$ cat config.mk
export PLATFORM = sky130hd
export DESIGN_NAME = fdr_div
export DESIGN_NICKNAME = d
export VERILOG_FILES = /design/src/rtl/fdr_div.sv
export SDC_FILE = /design/constraint.sdc
export NUM_CORES = 1
export LEC_CHECK = 0
export ABC_AREA = 1
export ABC_CLOCK_PERIOD_IN_PS = 6900
export BUFFER_PORTS_ARGS = -buffer_cell sky130_fd_sc_hd__buf_2
export CORE_MARGIN = 8
export CORE_UTILIZATION = 31
export DETAILED_ROUTE_END_ITERATION = 7
export GPL_ROUTABILITY_DRIVEN = 0
export GPL_TIMING_DRIVEN = 0
export HOLD_SLACK_MARGIN = 0.02
export PLACE_DENSITY_LB_ADDON = 0.25
export SYNTH_ARGS = -nofsm -noshare
export SYNTH_HDL_FRONTEND = slang
export SYNTH_SLANG_ARGS = --single-unit
$ cat constraint.sdc
create_clock -name clk -period 6.9 [get_ports clk]
set_clock_uncertainty 0.1 [all_clocks]
set_input_delay 0.69 -clock clk [delete_from_list [all_inputs] [get_ports clk]]
set_output_delay 0.69 -clock clk [all_outputs]
set_load 0.05 [all_outputs]
$ cat src/rtl/fdr_div.sv
`timescale 1ns / 1ps
module fdr_div #(
  parameter int W = 44
) (
  input  logic          clk,
  input  logic          rst_n,
  input  logic          start,
  input  logic [W-1:0]  num,
  input  logic [W-1:0]  den,
  output logic          done,
  output logic [W-1:0]  quo
);
  localparam int CW = $clog2(W + 1);

  logic [W:0]    rem_r;
  logic [W-1:0]  num_r;
  logic [W-1:0]  den_r;
  logic [W-1:0]  quo_r;
  logic [CW-1:0] cnt_r;
  logic          busy_r;
  logic          done_r;
  logic [W:0]    rem_s;
  logic          take;

  assign rem_s = {rem_r[W-1:0], num_r[W-1]};
  assign take  = rem_s >= {1'b0, den_r};

  always_ff @(posedge clk) begin
    if (!rst_n) begin
      busy_r <= 1'b0;
      done_r <= 1'b0;
      cnt_r  <= '0;
    end else begin
      done_r <= 1'b0;
      if (start) begin
        busy_r <= 1'b1;
        cnt_r  <= CW'(W);
      end else if (busy_r) begin
        cnt_r <= cnt_r - 1'b1;
        if (cnt_r == CW'(1)) begin
          busy_r <= 1'b0;
          done_r <= 1'b1;
        end
      end
    end
  end

  always_ff @(posedge clk) begin
    if (start) begin
      rem_r <= '0;
      num_r <= num;
      den_r <= den;
      quo_r <= '0;
    end else if (busy_r) begin
      rem_r <= take ? rem_s - {1'b0, den_r} : rem_s;
      num_r <= {num_r[W-2:0], 1'b0};
      quo_r <= {quo_r[W-2:0], take};
    end
  end

  assign done = done_r;
  assign quo  = quo_r;
endmodule

==> impl_results.md <==
- Vias post-DR: 10300
- Final wirelength: around 33 mm
- First-pass GRT wire length: 51.9 mm
- Clk Latency, worst-skew pair: about 450 ps
- Crit start category: input pin
- H-tree depth reported by CTS: 4
- Post-route setup TNS: 0 ps
- FMAX: between 300 and 400 MHz
- Max clock buf depth: 2
- Dpl cells: 2197
- Core ar.: between 0.03 and 0.04 mm²
- Starting density of the core: 0.313
- Final Critical Period: 2730 ps
- Port Buffer Count: between 100 and 150
- Total track usage: 0.155
- Max-cap violations: 0
- Final Hold Fails: 0
- Number of cells on the critical path: 5
- Crit end category: register
- Die Y-Extent: between 200 and 250 µm
- Clock sink total: about 180
- TritonCTS clock tree: built
- Hpwl dp: 25.8 mm
- Via density: between 4 and 5
- Max FO, Critical Path: 48
- Multi-input logic area: just over 0.005 mm²
- Fin. max-slew vios: 0
- Hold crit path type: input pin to register
- CP cell instances: buf_2 > nor2_1 > clkinv_1 > clkbuf_2 > buf_12
- Syn Area/Cell: just under 7 µm²
- DR iter-0 viols: 720
- Detail Route Antenna Nets: 0
- Syn Nets: 1738
- Drt drc: 0
- Cell variety after synth: 38
- Postcts setup bufs: 0
- Post-CTS sizing: 0
- Fill count: 3910
- Initial antenna violation count: 11
- Area Growth Syn to Fin: 16.7%
- Root buf cell: clkbuf_16
- Setup violations, final: 0
- Hold Path Depth: 1
- Drt first pass iters: 5
- Register area: around 0.0046 mm²
- Cell Rows: just under 70
- DR WL/cell: ~15 µm
- Seq/Total Area, Yosys: 0.412
- Number of global-route vias before repair: roughly 10000
- Die Area: ~0.042 mm²
- Slew @ Worst Pin: ~1200 ps
- Pwr dens: roughly 190 mW/mm²
- Cell Count, Final, Fillers Out: around 2200
- Data arrival time of the worst path: ~2800 ps
- Largest net degree at the start of global routing: 49
- I/O pins: 136
- Critical Setup Path Class: input pin to register
- CTS buffer count: 17
- RSZ-0062 raised after global routing: no
- Maximum VDD drop: about 170 µV
- Worst rel slew slack: 0.198
- WP buf/inv: 4
- Critical-path top delay cell: buf_2
- #FFs+latches synth: around 180
- Period Utilization, post-route: 0.396
- Share of layout cells above drive strength 1: 0.126
- Total grt overflow: 0
- Reg clk slew, reported paths: ~80 ps
- Crit path largest cell delay: between 800 and 900 ps
- Yosys Warn Count: 0
- Fin Hold WS: between 300 and 400 ps
- Cells on worst reg2reg path: 12
- Delay-heaviest family, CP: buffers and inverters
- Static Leak: 6.71 nW
- Status: complete, no violations
- Final net count: between 1500 and 2000
- Cell count after synthesis: between 1500 and 2000
- Die width: around 210 µm
- Synth Cell Area: about 0.011 mm²
- CP required: 6940 ps
- # hold bufs at CTS: 0
## per-layer routing
| metal | part of all wire | track usage | wire length [µm] | vias up |
|---|---|---|---|---|
| met2 | 0.44 | 0.246 | 14200 | 250 |
| met1 | 0.47 | 0.200 | 15300 | 4637 |
| met5 | 0.0034 | 0 | 112 | - |
| li1 | - | - | - | 5329 |
| met4 | 0.021 | 0.0500 | 672 | 16 |
| met3 | 0.069 | 0.0468 | 2250 | 53 |
## area by class of cell
type / instances / area share
antenna: 3 / 0.000581
buffer: 47 / 0.0178
clock buffer: 20 / 0.0345
clock inverter: 12 / 0.00968
inverter: 295 / 0.0856
multi-input combinational: 1074 / 0.400
sequential: 184 / 0.353
tap: 461 / 0.0446
timing repair buffer: 136 / 0.0538
## cell families (layout without fill, tap and decap cells)
group                      count (synthesis)  count (layout)  synth area share
AOI/OAI and AO/OA                        100             100            0.0526
xor gates and xnor gates                  15              15            0.0119
adders and majority gates                 47              47            0.0538
buffers and inverters                    342             510             0.121
DFF                                      184             184             0.412
other                                      0               3                 0
and+or+nand+nor                          912             912             0.349
## worst register-to-register path, stage by stage, from the launching register on
cell      delay, ps
dfxtp_1         370
ha_1            410
nand2_1         130
inv_1            60
a21oi_1         200
nand2_1          90
nand2_1          80
nand2_1          90
nor2_4          280
clkbuf_1        400
nand3_1         150
nand3_1         110
o21ai_0          80
## worst paths after layout
path                          startpoint               endpoint  slack, ps
setup / recovery                   start    num_r[12]$_DFFE_PP_       4170
hold / removal                   den[20]    den_r[20]$_DFFE_PP_        310
setup reg to reg  rem_r[34]$_SDFFE_PP0P_  rem_r[0]$_SDFFE_PP0P_       4250
hold reg to reg     quo[43]$_SDFFE_PP0P_   quo[43]$_SDFFE_PP0P_        370
## state kept, by name, summed over array words and instances, names as in the netlist
name	cells
cnt_r	6
rem_r	44
quo	44
busy_r	1
done	1
den_r	44
num_r	44
## through the flow
stage	power, W	cell area (µm²)	utilization	setup slack (ps)
floorplan	0.00141	11100	-	4070
global placement	0.00151	12300	0.348	2220
detailed placement	0.00151	12300	0.349	3610
CTS	0.00250	12900	0.365	4100
global route	0.00257	12900	0.365	3980
finish	0.00246	12900	0.365	4170
## cell usage in the layout, fill, tap and decap left out, types with 37 or more instances in the layout
cell      count
nand2_1     593
inv_1       286
buf_2       149
nor2_1      138
dfxtp_1      96
edfxtp_1     88
nand3_1      74
nand4_1      52
ha_1         46
o22ai_1      41
a21oi_1      37
## Yosys cell counts, drive strengths merged
| cell type | n | share of area |
|---|---|---|
| a211oi | 1 | 0.00068 |
| a21oi | 37 | 0.017 |
| a31oi | 3 | 0.0017 |
| and2 | 3 | 0.0017 |
| buf | 23 | 0.013 |
| clkbuf | 24 | 0.0081 |
| clkinv | 1 | 0.00034 |
| dfxtp | 96 | 0.17 |
| edfxtp | 88 | 0.24 |
| fa | 1 | 0.0018 |
| ha | 46 | 0.052 |
| inv | 294 | 0.10 |
| nand2 | 602 | 0.21 |
| nand3 | 85 | 0.043 |
| nand3b | 14 | 0.0095 |
| nand4 | 52 | 0.029 |
| nor2 | 147 | 0.053 |
| nor3 | 6 | 0.0032 |
| nor4 | 2 | 0.0011 |
| o211ai | 1 | 0.00068 |
| o21a | 1 | 0.00068 |
| o21ai | 8 | 0.0036 |
| o21bai | 7 | 0.0047 |
| o22ai | 41 | 0.023 |
| o31ai | 1 | 0.00068 |
| or2 | 1 | 0.00057 |
| xor2 | 15 | 0.012 |
## power by group
group          switching [W]  internal [W]  total [W]
Combinational       0.000184     0.0000855   0.000269
Clock               0.000483      0.000492   0.000975
Sequential         0.0000162       0.00120    0.00122
Note: power is estimated with default switching activity, not from simulation.
