$ cat src/rtl/fdr_sqrt.sv
`timescale 1ns / 1ps
module fdr_sqrt #(
  parameter int W = 44
) (
  input  logic             clk,
  input  logic             rst_n,
  input  logic             start,
  input  logic [W-1:0]     val,
  output logic             done,
  output logic [W/2-1:0]   root
);
  localparam int RW = W / 2;
  localparam int CW = $clog2(RW + 1);

  logic [W-1:0]  rad_r;
  logic [RW+1:0] rem_r;
  logic [RW-1:0] root_r;
  logic [CW-1:0] cnt_r;
  logic          busy_r;
  logic          done_r;
  logic [RW+1:0] rem_s;
  logic [RW+1:0] trial;
  logic          take;

  assign rem_s = {rem_r[RW-1:0], rad_r[W-1:W-2]};
  assign trial = {root_r, 2'b01};
  assign take  = rem_s >= trial;

  always_ff @(posedge clk) begin
    if (!rst_n) begin
      busy_r <= 1'b0;
      done_r <= 1'b0;
      cnt_r  <= '0;
    end else begin
      done_r <= 1'b0;
      if (start) begin
        busy_r <= 1'b1;
        cnt_r  <= CW'(RW);
      end else if (busy_r) begin
        cnt_r <= cnt_r - 1'b1;
        if (cnt_r == CW'(1)) begin
          busy_r <= 1'b0;
          done_r <= 1'b1;
        end
      end
    end
  end

  always_ff @(posedge clk) begin
    if (start) begin
      rad_r  <= val;
      rem_r  <= '0;
      root_r <= '0;
    end else if (busy_r) begin
      rad_r  <= {rad_r[W-3:0], 2'b00};
      rem_r  <= take ? rem_s - trial : rem_s;
      root_r <= {root_r[RW-2:0], take};
    end
  end

  assign done = done_r;
  assign root = root_r;
endmodule

$ cat config.mk
export PLATFORM = sky130hd
export DESIGN_NAME = fdr_sqrt
export DESIGN_NICKNAME = d
export VERILOG_FILES = /design/src/rtl/fdr_sqrt.sv
export SDC_FILE = /design/constraint.sdc
export NUM_CORES = 1
export LEC_CHECK = 0
export BUFFER_PORTS_ARGS = -buffer_cell sky130_fd_sc_hd__buf_2
export CAP_MARGIN = 25
export CORE_MARGIN = 8
export CORE_UTILIZATION = 52
export DETAILED_ROUTE_END_ITERATION = 12
export PLACE_DENSITY = 0.77
export SYNTH_ARGS = -nofsm -noshare
export SYNTH_HDL_FRONTEND = slang
export SYNTH_SLANG_ARGS = --single-unit
$ cat constraint.sdc
create_clock -name clk -period 2.1 [get_ports clk]
set_input_delay 0 -clock clk [delete_from_list [all_inputs] [get_ports clk]]
set_output_delay 0 -clock clk [all_outputs]
set_load 0.1 [all_outputs]
==> reports/results.md <==
| Metric | This run | Unit |
| --- | --- | --- |
| Run status | complete, but fails checks | - |
| Violated checks | setup timing | - |
| HPWL Detailed | 9.96 | mm |
| Power per unit of standard cell area | 1780 | nW/um^2 |
| Leading cell type in the layout, fill and taps excluded | buf_4 | - |
| Fill count | 654 | - |
| Final instance count without filler cells | 842 | - |
| Leak Pwr | 3.11 | nW |
| Kind of capture point of the worst setup path | flip-flop | - |
| Synthesized netlist net count | 581 | - |
| Most used flip-flop cell after synthesis | dfxtp_1 | - |
| Vias after detailed routing | 4724 | - |
| Setup slack after placement | -0.190 | ns |
| Mean number of vias per cell | 5.61 | - |
| Cts bufs inserted | 9 | - |
| Post-route worst setup slack | -0.0987 | ns |
| Clock latency of the later-clocked register in the worst-skew pair | 0.37 | ns |
| Final cell utilization of the core | 0.773 | - |
| Setup repair after global routing missed its margin | yes | - |
| Cell Count Post-Placement | 776 | - |
| Fin. max-slew vios | 0 | - |
| Last weighted congestion value of the routability-driven placer | 0.910 | - |
| Max Clock Freq | 455 | MHz |
| Share of the cycle needed by the critical path after routing | 1.05 | - |
| Flip-flop and latch count after synthesis | 95 | - |
| Count of max-cap constraint violations | 0 | - |
| Number of routed nets with antenna violations | 0 | - |
| Starting density of the core | 0.537 | - |
| Most frequent cells in the layout | buf_4 (86), buf_2 (70), dlygate4sd3_1 (45) | - |
| Number of nets in the layout | 775 | - |
| Area added between synthesis and finish | 43.9 | % |
| Area enclosed by the die boundary | 13600 | sq um |
| Drt wl/cell | 18.7 | microns |
| Iter 0 DRT Violations | 298 | - |
| Number of warning messages in the yosys log | 0 | - |
| Arrival time reported for the critical path endpoint | 2.46 | ns |
| Share of flip-flops with an asynchronous set or reset | 0 | - |
| Pin slew with the least headroom to its limit | 0.509 | ns |
| Fraction of final layout cells with drive strength greater than 1 | 0.455 | - |
| Average footprint of a synthesized cell | 10.3 | sq um |
| Number of buffers on the longest clock path | 2 | - |
| Hold Fails Final Rpt | 0 | - |
| Final-report setup violation count | 21 | - |
| Max VDD drop | 1.39 | mV |
| Gate count after technology mapping | 508 | - |
| Reg-to-reg startpoint | root[4] | - |
| IO Pins | 70 | - |
| Wire length of the first global-routing pass | 25.2 | mm |
| Worst min-delay path class | in2reg | - |
| Global router's overall resource usage | 0.240 | - |
| Crit path launch | root[4] | - |
| Final cell area excluding filler cells | 7550 | sq um |
| Post-route DRC violation count | 0 | - |
| Overall die height | 116 | microns |
| Antenna violations before repair | 1 | - |
| Clock tree sinks | 95 | - |
| Pre-antenna DRT Iters | 5 | - |
| Synthesized area | 5250 | sq um |
| Remaining max-slew budget at the tightest pin | 0.663 | - |
| Fin Clk Skew | 0.00939 | ns |
| Overall routed net length | 15.7 | mm |
| Minimum clock period | 2.20 | ns |
| Synth cell types | 60 | - |
| Kind of start point of the critical path | flip-flop | - |
| Count of flip-flops with a built-in enable after synthesis | 44 | - |
| Sequential element share of the synthesized area | 0.446 | - |
| Required time of the worst setup path | 2.36 | ns |
| Clock Pin Slew Worst Setup and Hold Paths | 0.10 | ns |
| Overall power after layout | 13.4 | mW |
| Critical Setup Path Class | reg2reg | - |
| Largest driver fanout on the critical path | 10 | - |
| Core ar. | 9770 | sq um |
| Source of the worst hold timing path | start | - |
| Die X | 116 | microns |
| Number of standard-cell rows in the floorplan | 36 | - |
| Pin count of the biggest net entering global routing | 52 | - |
| Buffers on Ports | 69 | - |
| TritonCTS clock tree | done | - |
| Clock tree root driver cell | clkbuf_8 | - |
| Count of H-tree levels built during CTS | 3 | - |
| Via count of the first global-routing pass | 4946 | - |
| Grt ovf | 0 | - |
| Placed standard-cell area | 6640 | sq um |
synth_stat cells, types with 3 or more instances:
cell / number / share of area
dfxtp_1: 51 / 0.19
nor2_1: 45 / 0.032
edfxtp_1: 44 / 0.25
mux2_2: 42 / 0.090
inv_1: 33 / 0.024
mux2i_1: 29 / 0.055
o21ai_0: 29 / 0.028
ha_1: 26 / 0.062
nand2_1: 24 / 0.017
a21oi_1: 23 / 0.022
o21a_1: 13 / 0.019
xnor2_1: 11 / 0.018
clkbuf_1: 10 / 0.0072
nand3_1: 10 / 0.0095
nor3_1: 9 / 0.0086
xor2_1: 9 / 0.015
nand2b_1: 7 / 0.0083
o211ai_1: 7 / 0.010
a211oi_1: 6 / 0.0086
a32oi_1: 6 / 0.010
buf_4: 6 / 0.0086
buf_2: 5 / 0.0048
a21o_1: 4 / 0.0057
and2_1: 4 / 0.0048
nand4_1: 4 / 0.0048
a31oi_1: 3 / 0.0036
buf_1: 3 / 0.0021
nor2b_1: 3 / 0.0036
o311ai_0: 3 / 0.0050
metal layers:
metal | share of wire | global-route usage | up-vias
met2 | 0.51 | 0.414 | 171
met3 | 0.056 | 0.0512 | 56
met1 | 0.39 | 0.271 | 2247
li1 | - | - | 2250
met4 | 0.040 | 0.134 | 0
met5 | 0 | 0 | -
logic make-up (layout without fill, tap and decap cells):
logic type / count (synthesis) / count (layout) / share of synthesized area
simple gates: 116 / 116 / 0.103
other cells: 0 / 2 / 0
mux: 71 / 71 / 0.145
xor+xnor: 20 / 20 / 0.0334
buf+inv: 60 / 259 / 0.0532
flops: 95 / 95 / 0.446
compound gates: 120 / 120 / 0.157
fa+ha+maj: 26 / 26 / 0.0620
critical path: stages, from the launching register on:
cell      delay [ns]
dfxtp_4         0.36
inv_2           0.04
ha_4            0.32
nand2_4         0.08
a211oi_4        0.27
nor2_2          0.10
a221oi_4        0.28
or2_4           0.18
buf_12          0.14
mux2i_1         0.22
a211oi_1        0.09
report_power, final:
group,switching (mW),internal [mW],total [mW]
logic,4.71,4.87,9.58
clock network,0.747,0.576,1.32
registers,0.265,2.24,2.50
what timing repair did:
item                                    4_1_cts  5_1_grt
gates resized for setup                      42       14
pin swaps                                    19        7
hold endpoints to repair                     51        0
hold buffers                                 45        0
setup buffers                                 3        0
cloned                                        2        0
endpoints found under the setup margin       23       23
through the flow:
step / TNS, ns / hold slack (ns)
2_1_floorplan: -4.08 / 0.117
3_3_place_gp: -1.00 / 0.276
3_5_place_dp: -2.45 / 0.283
4_1_cts: -0.387 / 0.107
5_1_grt: -4.11 / 0.136
6_report: -1.14 / 0.127
worst paths after layout:
kind,end,depth (start not counted),slack (ns)
max reg2reg,rem_r[9],10,-0.1
min reg2reg,rem_r[21],2,0.52
max,rem_r[9],10,-0.1
min,rem_r[3],3,0.13
cell type report:
type | instances | area (sq um) | share of cell area
clock inverter | 7 | 88.8 | 0.0118
tap | 133 | 166 | 0.0220
multi-input combinational | 353 | 3040 | 0.403
antenna | 2 | 5.00 | 0.000663
inverter | 33 | 124 | 0.0164
clock buffer | 9 | 124 | 0.0164
timing repair buffer | 210 | 1570 | 0.208
sequential | 95 | 2430 | 0.322
registers in the layout, indices dropped and copies added, names as in the netlist:
signal	count
rem_r	22
root	22
busy_r	1
done	1
rad_r	44
cnt_r	5
No activity file was read; power rests on OpenSTA's default activity.
